[config.mk]
export PLATFORM = sky130hd
export DESIGN_NAME = cheat_code_decoder_flat
export DESIGN_NICKNAME = d
export VERILOG_FILES = /design/src/hdl/ccd_pkg.sv /design/src/hdl/ccd_channels.sv /design/src/hdl/ccd_front.sv /design/src/hdl/ccd_queue.sv /design/src/hdl/ccd_back.sv /design/src/hdl/cheat_code_decoder.sv /design/src/flat_wrapper.sv
export SDC_FILE = /design/constraint.sdc
export NUM_CORES = 1
export LEC_CHECK = 0
export BUFFER_PORTS_ARGS = -buffer_cell sky130_fd_sc_hd__buf_2
export CELL_PAD_IN_SITES_DETAIL_PLACEMENT = 0
export CELL_PAD_IN_SITES_GLOBAL_PLACEMENT = 2
export CORE_MARGIN = 2
export CORE_UTILIZATION = 38
export DETAILED_ROUTE_END_ITERATION = 6
export GPL_ROUTABILITY_DRIVEN = 0
export PLACE_DENSITY_LB_ADDON = 0.3
export SYNTH_ARGS = -nofsm -noshare
export SYNTH_HDL_FRONTEND = slang
export SYNTH_SLANG_ARGS = --single-unit
[constraint.sdc]
create_clock -name clock -period 3.2 [get_ports clock]
set_input_delay 0.64 -clock clock [delete_from_list [all_inputs] [get_ports clock]]
set_output_delay 0.64 -clock clock [all_outputs]
set_load 0.05 [all_outputs]
[src/hdl/ccd_pkg.sv]
// Shared types, constants and character decode functions for the cheat code decoder.
package ccd_pkg;

   localparam int unsigned CountMax   = 15;
   localparam int unsigned LetterMax  = 8;
   localparam int unsigned HexFirst   = 2;
   localparam int unsigned HexDigits  = 6;
   localparam int unsigned RawLen     = 8;
   localparam int unsigned ShortLen   = 6;
   localparam int unsigned QueueDepth = 2;

   localparam logic [7:0] CharDash  = 8'h2D;
   localparam logic [7:0] CharSpace = 8'h20;
   localparam logic [7:0] CharTab   = 8'h09;

   typedef struct packed {
      logic       sep;
      logic       is_letter;
      logic [3:0] letter;
      logic       is_hex;
      logic [3:0] hex;
      logic       last;
   } class_type;

   typedef struct packed {
      logic       ok;
      logic       letter_form;
      logic [15:0] address;
      logic [7:0] value;
      logic       has_compare;
      logic [7:0] compare;
   } result_type;

   // Returns {valid, code} for the scrambled 16-letter alphabet.
   function automatic logic [4:0] letter_code(input logic [7:0] c);
      logic [7:0] u;
      logic [4:0] r;
      u = c;
      if (c >= 8'h61 && c <= 8'h7A) begin
         u = c - 8'h20;
      end
      unique case (u)
         8'h41:   r = {1'b1, 4'd0};   // A
         8'h50:   r = {1'b1, 4'd1};   // P
         8'h5A:   r = {1'b1, 4'd2};   // Z
         8'h4C:   r = {1'b1, 4'd3};   // L
         8'h47:   r = {1'b1, 4'd4};   // G
         8'h49:   r = {1'b1, 4'd5};   // I
         8'h54:   r = {1'b1, 4'd6};   // T
         8'h59:   r = {1'b1, 4'd7};   // Y
         8'h45:   r = {1'b1, 4'd8};   // E
         8'h4F:   r = {1'b1, 4'd9};   // O
         8'h58:   r = {1'b1, 4'd10};  // X
         8'h55:   r = {1'b1, 4'd11};  // U
         8'h4B:   r = {1'b1, 4'd12};  // K
         8'h53:   r = {1'b1, 4'd13};  // S
         8'h56:   r = {1'b1, 4'd14};  // V
         8'h4E:   r = {1'b1, 4'd15};  // N
         default: r = 5'd0;
      endcase
      return r;
   endfunction

   // Returns {valid, digit} for a hex character.
   function automatic logic [4:0] hex_code(input logic [7:0] c);
      logic [7:0] d;
      logic [4:0] r;
      r = 5'd0;
      d = 8'd0;
      if (c >= 8'h30 && c <= 8'h39) begin
         d = c - 8'h30;
         r = {1'b1, d[3:0]};
      end else if (c >= 8'h61 && c <= 8'h66) begin
         d = c - 8'h57;
         r = {1'b1, d[3:0]};
      end else if (c >= 8'h41 && c <= 8'h46) begin
         d = c - 8'h37;
         r = {1'b1, d[3:0]};
      end
      return r;
   endfunction

endpackage

[src/hdl/ccd_channels.sv]
// Valid/ready channel interfaces for the character input and the decode result.
interface ccd_req_if;
   logic       valid;
   logic       ready;
   logic [7:0] ch;
   logic       last;

   modport source (output valid, output ch, output last, input ready);
   modport sink   (input valid, input ch, input last, output ready);
endinterface

interface ccd_rsp_if;
   logic        valid;
   logic        ready;
   logic        ok;
   logic        letter_form;
   logic [15:0] address;
   logic [7:0]  value;
   logic        has_compare;
   logic [7:0]  compare;

   modport source (output valid, output ok, output letter_form, output address,
                   output value, output has_compare, output compare, input ready);
   modport sink   (input valid, input ok, input letter_form, input address,
                   input value, input has_compare, input compare, output ready);
endinterface

[src/hdl/ccd_front.sv]
// Front end: accepts characters and registers their classification.
module ccd_front (
   input  logic                clock,
   input  logic                reset,
   ccd_req_if.sink             req_chan,
   output logic                out_valid,
   input  logic                out_ready,
   output ccd_pkg::class_type  out_item
);
   import ccd_pkg::*;

   logic      valid_ff, valid_in;
   class_type item_ff, item_in;
   class_type cls;
   logic [4:0] let_c;
   logic [4:0] hex_c;
   logic       take;

   always_comb begin
      let_c         = letter_code(req_chan.ch);
      hex_c         = hex_code(req_chan.ch);
      cls.sep       = (req_chan.ch == CharDash) || (req_chan.ch == CharSpace) ||
                      (req_chan.ch == CharTab);
      cls.is_letter = let_c[4];
      cls.letter    = let_c[3:0];
      cls.is_hex    = hex_c[4];
      cls.hex       = hex_c[3:0];
      cls.last      = req_chan.last;
   end

   assign req_chan.ready = !valid_ff || out_ready;
   assign take           = req_chan.valid && req_chan.ready;

   always_comb begin
      valid_in = take || (valid_ff && !out_ready);
      item_in  = take ? cls : item_ff;
   end

   always_ff @(posedge clock) begin
      if (reset) begin
         valid_ff <= 1'b0;
      end else begin
         valid_ff <= valid_in;
      end
      item_ff <= item_in;
   end

   assign out_valid = valid_ff;
   assign out_item  = item_ff;

endmodule

[src/hdl/ccd_queue.sv]
// Two-entry queue of classified items between front and back.
module ccd_queue (
   input  logic                clock,
   input  logic                reset,
   input  logic                in_valid,
   output logic                in_ready,
   input  ccd_pkg::class_type  in_item,
   output logic                out_valid,
   input  logic                out_ready,
   output ccd_pkg::class_type  out_item
);
   import ccd_pkg::*;

   class_type  entry_ff [QueueDepth];
   logic       wr_ptr_ff, wr_ptr_in;
   logic       rd_ptr_ff, rd_ptr_in;
   logic [1:0] count_ff, count_in;
   logic       push, pop;

   assign in_ready  = (count_ff != 2'(QueueDepth));
   assign out_valid = (count_ff != 2'd0);
   assign out_item  = entry_ff[rd_ptr_ff];
   assign push      = in_valid && in_ready;
   assign pop       = out_valid && out_ready;

   always_comb begin
      wr_ptr_in = push ? ~wr_ptr_ff : wr_ptr_ff;
      rd_ptr_in = pop ? ~rd_ptr_ff : rd_ptr_ff;
      count_in  = count_ff;
      if (push && !pop) begin
         count_in = count_ff + 2'd1;
      end else if (pop && !push) begin
         count_in = count_ff - 2'd1;
      end
   end

   always_ff @(posedge clock) begin
      if (reset) begin
         wr_ptr_ff <= 1'b0;
         rd_ptr_ff <= 1'b0;
         count_ff  <= 2'd0;
      end else begin
         wr_ptr_ff <= wr_ptr_in;
         rd_ptr_ff <= rd_ptr_in;
         count_ff  <= count_in;
      end
      if (push) begin
         entry_ff[wr_ptr_ff] <= in_item;
      end
   end

endmodule

[src/hdl/ccd_back.sv]
// Back end: gathers letter and hex digits, decodes on the last item, holds the result.
module ccd_back (
   input  logic                clock,
   input  logic                reset,
   input  logic                in_valid,
   output logic                in_ready,
   input  ccd_pkg::class_type  in_item,
   ccd_rsp_if.source           rsp_chan
);
   import ccd_pkg::*;

   logic [3:0] letter_count_ff, letter_count_in;
   logic [3:0] letter_digits_ff [LetterMax];
   logic [3:0] letter_digits_in [LetterMax];
   logic       letters_valid_ff, letters_valid_in;
   logic [3:0] raw_count_ff, raw_count_in;
   logic [3:0] raw_hex_ff [HexDigits];
   logic [3:0] raw_hex_in [HexDigits];
   logic       hex_valid_ff, hex_valid_in;
   logic       rsp_valid_ff, rsp_valid_in;
   result_type rsp_ff, rsp_in;
   result_type res;
   logic       out_free;
   logic       pop;
   logic [2:0] raw_idx;
   logic       let6, let8;

   assign out_free = !rsp_valid_ff || rsp_chan.ready;
   assign in_ready = !in_item.last || out_free;
   assign pop      = in_valid && in_ready;
   assign raw_idx  = raw_count_ff[2:0] - 3'(HexFirst);

   always_comb begin
      letter_digits_in = letter_digits_ff;
      raw_hex_in       = raw_hex_ff;
      letter_count_in  = letter_count_ff;
      letters_valid_in = letters_valid_ff;
      raw_count_in     = raw_count_ff;
      hex_valid_in     = hex_valid_ff;

      if (raw_count_ff < 4'(RawLen)) begin
         if (!in_item.is_hex) begin
            hex_valid_in = 1'b0;
         end else if (raw_count_ff >= 4'(HexFirst)) begin
            raw_hex_in[raw_idx] = in_item.hex;
         end
      end
      if (raw_count_ff < 4'(CountMax)) begin
         raw_count_in = raw_count_ff + 4'd1;
      end

      if (!in_item.sep) begin
         if (!in_item.is_letter) begin
            letters_valid_in = 1'b0;
         end else if (letter_count_ff < 4'(LetterMax)) begin
            letter_digits_in[letter_count_ff[2:0]] = in_item.letter;
         end
         if (letter_count_ff < 4'(CountMax)) begin
            letter_count_in = letter_count_ff + 4'd1;
         end
      end
   end

   always_comb begin
      res  = '0;
      let6 = (letter_count_in == 4'(ShortLen));
      let8 = (letter_count_in == 4'(LetterMax));
      if (letters_valid_in && (let6 || let8)) begin
         res.ok          = 1'b1;
         res.letter_form = 1'b1;
         res.address   = {1'b1, letter_digits_in[3][2:0], letter_digits_in[4][3],
                          letter_digits_in[5][2:0], letter_digits_in[1][3],
                          letter_digits_in[2][2:0], letter_digits_in[3][3],
                          letter_digits_in[4][2:0]};
         res.value     = {letter_digits_in[0][3], letter_digits_in[1][2:0],
                          (let6 ? letter_digits_in[5][3] : letter_digits_in[7][3]),
                          letter_digits_in[0][2:0]};
         if (let8) begin
            res.has_compare = 1'b1;
            res.compare     = {letter_digits_in[6][3], letter_digits_in[7][2:0],
                               letter_digits_in[5][3], letter_digits_in[6][2:0]};
         end
      end else if (hex_valid_in && (raw_count_in == 4'(RawLen))) begin
         res.ok      = 1'b1;
         res.address = {raw_hex_in[0], raw_hex_in[1], raw_hex_in[2], raw_hex_in[3]};
         res.value   = {raw_hex_in[4], raw_hex_in[5]};
      end
   end

   always_comb begin
      rsp_valid_in = rsp_valid_ff && !rsp_chan.ready;
      rsp_in       = rsp_ff;
      if (pop && in_item.last) begin
         rsp_valid_in = 1'b1;
         rsp_in       = res;
      end
   end

   always_ff @(posedge clock) begin
      if (reset) begin
         letter_count_ff  <= 4'd0;
         letters_valid_ff <= 1'b1;
         raw_count_ff     <= 4'd0;
         hex_valid_ff     <= 1'b1;
         rsp_valid_ff     <= 1'b0;
      end else begin
         rsp_valid_ff <= rsp_valid_in;
         if (pop) begin
            if (in_item.last) begin
               letter_count_ff  <= 4'd0;
               letters_valid_ff <= 1'b1;
               raw_count_ff     <= 4'd0;
               hex_valid_ff     <= 1'b1;
            end else begin
               letter_count_ff  <= letter_count_in;
               letters_valid_ff <= letters_valid_in;
               raw_count_ff     <= raw_count_in;
               hex_valid_ff     <= hex_valid_in;
            end
         end
      end
      if (pop) begin
         letter_digits_ff <= letter_digits_in;
         raw_hex_ff       <= raw_hex_in;
      end
      rsp_ff <= rsp_in;
   end

   assign rsp_chan.valid       = rsp_valid_ff;
   assign rsp_chan.ok          = rsp_ff.ok;
   assign rsp_chan.letter_form = rsp_ff.letter_form;
   assign rsp_chan.address     = rsp_ff.address;
   assign rsp_chan.value       = rsp_ff.value;
   assign rsp_chan.has_compare = rsp_ff.has_compare;
   assign rsp_chan.compare     = rsp_ff.compare;

endmodule

[src/hdl/cheat_code_decoder.sv]
// Cheat code decoder top level: front end, item queue and back end.
//
// Characters of one code enter on req_chan, one item per cycle while
// req_chan.ready is high, with last marking the final character. Each code
// yields one item on rsp_chan: ok, letter_form, address, value, has_compare
// and compare, all fields zero when neither the letter nor the hex form decodes.
// Throughput is one character per cycle while req_chan.ready stays high, set by
// the update of the digit registers in the back end. After the edge that
// accepts the last character, the result passes the front register, the queue
// and the result register before it is valid on rsp_chan.
// A two-entry queue sits between front and back; when rsp_chan stalls the
// result register holds, characters of the next code keep flowing into the
// back end, and only its next last character waits. The queue then fills and
// req_chan.ready drops.
// Synchronous reset empties the pipeline, clears the counters and sets the flags;
// the block accepts items in the first cycle after reset.
module cheat_code_decoder (
   input  logic       clock,
   input  logic       reset,
   ccd_req_if.sink    req_chan,
   ccd_rsp_if.source  rsp_chan
);
   import ccd_pkg::*;

   logic      front_valid, front_ready;
   class_type front_item;
   logic      back_valid, back_ready;
   class_type back_item;

   ccd_front u_front (
      .clock     (clock),
      .reset     (reset),
      .req_chan  (req_chan),
      .out_valid (front_valid),
      .out_ready (front_ready),
      .out_item  (front_item)
   );

   ccd_queue u_queue (
      .clock     (clock),
      .reset     (reset),
      .in_valid  (front_valid),
      .in_ready  (front_ready),
      .in_item   (front_item),
      .out_valid (back_valid),
      .out_ready (back_ready),
      .out_item  (back_item)
   );

   ccd_back u_back (
      .clock    (clock),
      .reset    (reset),
      .in_valid (back_valid),
      .in_ready (back_ready),
      .in_item  (back_item),
      .rsp_chan (rsp_chan)
   );

endmodule
[src/flat_wrapper.sv]
// flat-port wrapper written by rule: the top's interface ports become plain ports
module cheat_code_decoder_flat import ccd_pkg::*;
  (clock, reset, req_chan_valid, req_chan_ch, req_chan_last, req_chan_ready, rsp_chan_valid, rsp_chan_ok, rsp_chan_letter_form, rsp_chan_address, rsp_chan_value, rsp_chan_has_compare, rsp_chan_compare, rsp_chan_ready);
  ccd_req_if req_chan_i ();
  ccd_rsp_if rsp_chan_i ();
  input  logic clock;
  input  logic reset;
  input wire logic [$bits(req_chan_i.valid)-1:0] req_chan_valid;
  input wire logic [$bits(req_chan_i.ch)-1:0] req_chan_ch;
  input wire logic [$bits(req_chan_i.last)-1:0] req_chan_last;
  output wire logic [$bits(req_chan_i.ready)-1:0] req_chan_ready;
  output wire logic [$bits(rsp_chan_i.valid)-1:0] rsp_chan_valid;
  output wire logic [$bits(rsp_chan_i.ok)-1:0] rsp_chan_ok;
  output wire logic [$bits(rsp_chan_i.letter_form)-1:0] rsp_chan_letter_form;
  output wire logic [$bits(rsp_chan_i.address)-1:0] rsp_chan_address;
  output wire logic [$bits(rsp_chan_i.value)-1:0] rsp_chan_value;
  output wire logic [$bits(rsp_chan_i.has_compare)-1:0] rsp_chan_has_compare;
  output wire logic [$bits(rsp_chan_i.compare)-1:0] rsp_chan_compare;
  input wire logic [$bits(rsp_chan_i.ready)-1:0] rsp_chan_ready;
  assign req_chan_i.valid = req_chan_valid;
  assign req_chan_i.ch = req_chan_ch;
  assign req_chan_i.last = req_chan_last;
  assign req_chan_ready = req_chan_i.ready;
  assign rsp_chan_valid = rsp_chan_i.valid;
  assign rsp_chan_ok = rsp_chan_i.ok;
  assign rsp_chan_letter_form = rsp_chan_i.letter_form;
  assign rsp_chan_address = rsp_chan_i.address;
  assign rsp_chan_value = rsp_chan_i.value;
  assign rsp_chan_has_compare = rsp_chan_i.has_compare;
  assign rsp_chan_compare = rsp_chan_i.compare;
  assign rsp_chan_i.ready = rsp_chan_ready;
  cheat_code_decoder u_core (.clock(clock), .reset(reset), .req_chan(req_chan_i), .rsp_chan(rsp_chan_i));
endmodule
==> reports/qor.csv, run 1 <==
stage,metric,value,unit
grt,total track usage,16.0,%
worst_setup_path,r2r endpoint,u_core.u_back.rsp_chan.value[4],
cts,clock root buffer,clkbuf_16,
final_layout,share of cells above drive strength 1,25.1,%
yosys,Post-Syn Area,6730,sq um
cts,hold_buf cts,0,
route,drt via density,5.13,
yosys,"FFs w/ async S/R, synth",0,%
worst_setup_path,WS Path Type,reg2reg,
yosys,cell count after synthesis,526,
worst_setup_path,end of the critical path,u_core.u_back.rsp_chan.value[4],
sta,Setup Skew,5.47,ps
grt,global-route wire length before repair,22400,um
route,Remaining DRCs,0,
placement,hpwl dp,9470,um
cts,H-tree depth,4,
cts,postcts setup bufs,0,
sta,unrepaired setup endpoints after global routing,no,
grt,initial antenna violation count,0,
grt,vias in the first global route,4183,
power,Pwr Density,854,nW/um^2
yosys,Yosys Warn Count,0,
route,Vias,4236,
yosys,syn nets,551,
floorplanning,site row count,48,
placement,pre-CTS worst setup slack,487,ps
route,initial DRC count,213,
worst_setup_path,r2r startpoint,u_core.u_back.letter_count_ff[1],
sta,period utilisation layout,85.1,%
worst_setup_path,FF-to-FF setup slack,480,ps
sta,Max Clock Freq,0.367,GHz
run_status,outcome,"complete, no violations",
grt,largest net degree at the start of global routing,38,
yosys,"Seq/Total Area, Yosys",61.3,%
floorplanning,Chip Height,137,um
yosys,syn avg cell area,12.8,sq um
cts,CTS tree,done,
sta,worst-margin pin slew,1030,ps
final_layout,nets,614,
final_layout,ant diodes,0,
sta,final worst slack,476,ps
min_path,Worst Min Path Start,req_chan_last,
worst_setup_path,crit start category,register,
floorplanning,width of the die,137,um
sta,Final Hold Vio Count,0,
sta,Slew HR,31.1,%
run,Max Cap Viol,0,
yosys,register bit count reported by yosys,143,
yosys,Netlist cell types,56,
route,WL final,14100,um
floorplanning,initial core utilization,38.9,%
floorplanning,die area,18800,sq um
worst_setup_path,R2R depth,7,
sta,crit path time final,2720,ps
floorplanning,core area,17300,sq um
power,Static Leakage,0.00297,uW
grt,Overflow after GRT,0,
cts,"CTS clk-pin slew, worst paths",60,ps
sta,setup TNS,0,ps
yosys,number of flops mapped to enable cells by yosys,126,
sta,Final Max Slew Viols,0,
cts,CTS buffer count,17,
power,maximum VDD drop,0.419,mV
yosys,ys flop type,edfxtp_1,
final_layout,Layout area overhead,17.6,%
cts,clk_lat worst skew,420,ps
route,post-route ant nets,0,
min_path,Hold WC Path Type,in2reg,
cts,"Gates resized, CTS repair",0,
sta,Final Setup Violations,0,
route,router iterations before antenna repair,6,
floorplanning,I/O Pins,50,
worst_setup_path,Critical Path RT,3370,ps
worst_setup_path,Worst setup EP type,register,
worst_setup_path,CP Max Fanout,14,
worst_setup_path,Crit path arrival time,2900,ps
worst_setup_path,crit path launch,u_core.u_back.letter_count_ff[1],
placement,Port-buffer cells,49,
route,routed len/inst,17.1,um
cts,maximum clock path buffer count,2,
cts,clk sinks,143,
[worst min path at each step]
stage	to	cells after the start	slack [ps]
4_1_cts	u_core.u_front.out_item[0]	1	380
5_1_grt	u_core.u_front.out_item[0]	1	380
2_1_floorplan	u_core.u_queue.entry_ff[0][0]	0	420
3_5_place_dp	u_core.u_queue.entry_ff[0][2]	0	430
3_3_place_gp	u_core.u_queue.entry_ff[0][8]	0	430
6_report	u_core.u_front.out_item[0]	1	390
[cell type report]
type                       count  area, sq um
tap                          225          282
clock buffer                  18          429
timing repair buffer          65          378
inverter                      30          113
multi-input combinational    332         2390
clock inverter                13          195
fill                        1600         9390
sequential                   143         4120
[cells by family after synthesis]
family,synth area share [%]
simple gates,11.1
flops,61.3
fa+ha+maj,2.23
xor+xnor,1.04
compound gates,8.11
buf+inv,3.31
mux,12.9
[per-stage QoR]
step	cells	instance area (sq um)	hold WS [ps]	total power (uW)	utilization (%)
5_1_grt	826	7910	378	7080	45.7
2_1_floorplan	526	6730	421	4170	-
4_1_cts	826	7910	376	6830	45.7
3_5_place_dp	795	7280	431	4700	42.1
3_3_place_gp	795	7280	425	4660	42.1
6_report	826	7910	391	6750	45.7
[metal layers]
| metal | routed length (um) | global-route usage [%] |
|---|---|---|
| met1 | 6550 | 20.6 |
| met2 | 6940 | 26.7 |
| met3 | 372 | 3.22 |
| met4 | 231 | 6.07 |
| met5 | 0 | 0 |
[state kept, by name, indices dropped and copies added (netlist names), 4 cells and up, named ones only]
| register | flops |
|---|---|
| u_core.u_back.raw_hex_ff | 24 |
| u_core.u_front.out_item | 12 |
| u_core.u_back.rsp_chan.value | 8 |
| u_core.u_back.raw_count_ff | 4 |
| u_core.u_queue.entry_ff | 24 |
| u_core.u_back.letter_digits_ff | 31 |
| u_core.u_back.letter_count_ff | 4 |
| u_core.u_back.rsp_chan.address | 16 |
| u_core.u_back.rsp_chan.compare | 8 |
[worst max-delay path, cell delays in order (launching register included)]
cell and delay [ps]:
dfxtp_1 470, ha_1 260, nand3_1 90, nand2_1 180, mux2_4 350, and3_1 210
o21ai_4 480, mux2_2 410
[Yosys cell counts, drive strengths merged, types with 2 or more instances]
library cell | n | area (sq um)
a22oi | 2 | 15.0
buf | 10 | 68.8
o21a | 2 | 15.0
nand4 | 2 | 12.5
nor2 | 46 | 178
nand2b | 5 | 31.3
mux2i | 32 | 333
clkbuf | 11 | 41.3
a31oi | 7 | 43.8
nor4 | 3 | 18.8
or3 | 4 | 25.0
nand3b | 4 | 30.0
and2 | 12 | 75.1
o211ai | 2 | 15.0
nor3 | 8 | 45.0
ha | 12 | 150
and3 | 6 | 37.5
nand3 | 6 | 30.0
nor2b | 6 | 37.5
a211oi | 6 | 45.0
dfxtp | 17 | 340
xor2 | 6 | 52.6
mux2 | 47 | 533
and3b | 2 | 17.5
nand2 | 34 | 138
o31ai | 3 | 22.5
o21ai | 22 | 136
o22ai | 3 | 25.0
a32oi | 3 | 26.3
xnor2 | 2 | 17.5
inv | 30 | 113
a21oi | 32 | 160
edfxtp | 126 | 3780
nor3b | 5 | 42.5
[cell usage in the layout, fill, tap and decap left out, drive strengths merged, types with 7 or more instances in the layout]
master | Yosys | final
mux2i | 32 | 32
dfxtp | 17 | 17
buf | 10 | 65
nand2 | 34 | 34
ha | 12 | 12
nor3 | 8 | 8
nor2 | 46 | 46
mux2 | 47 | 47
inv | 30 | 30
a31oi | 7 | 7
o21ai | 22 | 22
clkbuf | 11 | 18
edfxtp | 126 | 126
a21oi | 32 | 32
and2 | 12 | 12
[power by group]
group | internal [uW] | total, uW | switching, uW
registers | 2710 | 2880 | 161
logic | 517 | 1770 | 1260
clock network | 1370 | 2110 | 739
total | 4600 | 6750 | 2160
Power figures use the tool's default switching activity.
==> run 2, diff against run 1 <==
==> constraint.sdc (replaced) <==
create_clock -name clock -period 3.2 [get_ports clock]
set_input_delay 0.16 -clock clock [delete_from_list [all_inputs] [get_ports clock]]
set_output_delay 0.16 -clock clock [all_outputs]
set_load 0.05 [all_outputs]
==> reports/qor.csv, run 2 (synthesis results as in run 1) <==
stage,metric,value,unit,change
sta,Slew HR,30.7,%,-0.36 points
min_path,Worst Min Path Start,rsp_chan_ready,,
power,Pwr Density,852,nW/um^2,-0.19%
floorplanning,initial core utilization,38.9,%,unchanged
final_layout,largest registers in the final layout,"u_core.u_back.letter_digits_ff (31), u_core.u_back.raw_hex_ff (24), u_core.u_queue.entry_ff (24)",,
worst_setup_path,crit start category,register,,
worst_setup_path,Worst setup EP type,register,,
floorplanning,site row count,48,,unchanged
worst_setup_path,r2r endpoint,u_core.u_back.rsp_chan.value[4],,
run_status,outcome,"complete, no violations",,
worst_setup_path,CP Max Fanout,14,,unchanged
sta,Final Hold Vio Count,0,,unchanged
floorplanning,die area,18800,sq um,unchanged
floorplanning,core area,17300,sq um,unchanged
worst_setup_path,crit path launch,u_core.u_back.letter_count_ff[1],,
min_path,Hold WC Path Type,in2reg,,
sta,Final Setup Violations,0,,unchanged
worst_setup_path,Crit path arrival time,2900,ps,about the same
route,DR top layer,met4,,
worst_setup_path,WS Path Type,reg2reg,,
final_layout,"most common cell after layout, fill and taps aside",edfxtp_1,,
route,Vias,4226,,-0.24%
placement,Placed Area,7280,sq um,unchanged
route,drt via density,5.10,,-0.48%
floorplanning,I/O Pins,50,,unchanged
final_layout,nets,616,,+0.33%
grt,initial antenna violation count,0,,unchanged
grt,Overflow after GRT,0,,unchanged
worst_setup_path,FF-to-FF setup slack,470,ps,about the same
final_layout,ant diodes,0,,unchanged
route,routed wl met3,358,um,-3.8%
route,initial DRC count,219,,+2.8%
route,M1 WL,6590,um,+0.56%
route,WL final,14200,um,+0.39%
route,WL met2,7000,um,+0.91%
cts,H-tree depth,4,,unchanged
route,router iterations before antenna repair,4,,-2
floorplanning,width of the die,137,um,unchanged
grt,total track usage,16.0,%,about the same
worst_setup_path,R2R depth,7,,unchanged
final_layout,Layout area overhead,17.9,%,
sta,crit path time final,2730,ps,+4.27 ps
cts,clk sinks,143,,unchanged
worst_setup_path,Critical Path RT,3370,ps,about the same
placement,hpwl dp,9470,um,unchanged
final_layout,number of flip-flops under the largest register name,31,,unchanged
cts,CTS buffer count,17,,unchanged
cts,CTS tree,done,,
cts,"CTS clk-pin slew, worst paths",60,ps,about the same
sta,worst-margin pin slew,1040,ps,+5.42 ps
final_layout,"commonest cells after routing, fill and taps aside","126 x edfxtp_1, 49 x buf_2, 43 x nor2_1",,
worst_setup_path,r2r startpoint,u_core.u_back.letter_count_ff[1],,
power,maximum VDD drop,0.417,mV,-0.29%
grt,global-route wire length before repair,22500,um,about the same
floorplanning,Chip Height,137,um,unchanged
grt,largest net degree at the start of global routing,38,,unchanged
sta,unrepaired setup endpoints after global routing,no,,
cts,maximum clock path buffer count,2,,unchanged
placement,Port-buffer cells,49,,unchanged
route,routed len/inst,17.1,um,+0.15%
sta,Setup Skew,7.35,ps,+1.87 ps
min_path,Worst Hold End,u_core.u_back.rsp_chan.valid,,
cts,clock root buffer,clkbuf_16,,
final_layout,share of cells above drive strength 1,25.0,%,-0.083 points
final_layout,Fill cells,1599,,-0.063%
sta,setup TNS,0,ps,unchanged
run,Max Cap Viol,0,,unchanged
route,Remaining DRCs,0,,unchanged
cts,clk_lat worst skew,420,ps,about the same
power,Static Leakage,0.00298,uW,+0.28%
route,post-route ant nets,0,,unchanged
final_layout,Top reg by flops,u_core.u_back.letter_digits_ff,,
cts,postcts setup bufs,0,,unchanged
min_path,worst hold stages,3,,+2
sta,Max Clock Freq,0.366,GHz,-0.16%
sta,Final Max Slew Viols,0,,unchanged
final_layout,final instance area,7930,sq um,+0.25%
sta,period utilisation layout,85.3,%,+0.13 points
grt,vias in the first global route,4184,,+0.024%
## run 2: cell types whose count changed in the layout (fill, tap and decap cells not counted), sizes merged
cell | previous run | this run
dlygate4sd3 | 0 | 2
## run 2: layout make-up
type	count	area [sq um]	area share [%]
Clock buffer	18	429	5.41
Timing Repair Buffer	67	398	5.02
Multi-Input combinational cell	332	2390	30.1
Sequential cell	143	4120	52.0
Clock inverter	13	195	2.46
Inverter	30	113	1.42
Tap cell	225	282	3.55
## run 2: where the power goes
group	leakage (uW)	switching (uW)	internal, uW	total, uW
logic	0.00136	1260	518	1770
registers	0.00132	161	2710	2880
clock network	0.000298	742	1370	2110
total	0.00298	2160	4600	6760
## run 2: timing repair
action / CTS / global route
hold buffers: 2 / 0
endpoints found under the hold margin: 2 / 0
endpoints found under the setup margin: 0 / 0
gates resized for setup: 0 / 0
## run 2: worst max path at each step
stage                                                 end  cells past startpoint
after floorplan             u_core.u_back.raw_count_ff[1]                      8
after global placement    u_core.u_back.rsp_chan.value[6]                      7
after detailed placement  u_core.u_back.rsp_chan.value[4]                      7
after CTS                 u_core.u_back.rsp_chan.value[4]                      7
after global routing      u_core.u_back.rsp_chan.value[4]                      7
final                     u_core.u_back.rsp_chan.value[4]                      7
## run 2: worst max-delay path, stage by stage, from the launching register on
cell and delay, ps:
dfxtp_1 480, ha_1 260, nand3_1 90, nand2_1 180, mux2_4 350, and3_1 210, o21ai_4 480, mux2_2 410
## run 2: stage by stage
stage                     hold WS, ps  worst slack [ps]  cells  util (%)  total power (uW)
final                            73.5               471    828      45.8              6760
after global routing             81.9               306    828      45.8              7080
after CTS                        62.7               464    828      45.8              6830
after detailed placement          339               487    795      42.1              4700
after global placement            341               514    795      42.1              4660
after floorplan                   259              31.4    526         -              4170
## run 2: routing by layer
layer	vias to the layer above	global-route usage [%]
met1	2077	20.6
met3	12	3.22
met2	64	26.7
met4	0	6.07
met5	-	0
li1	2073	-
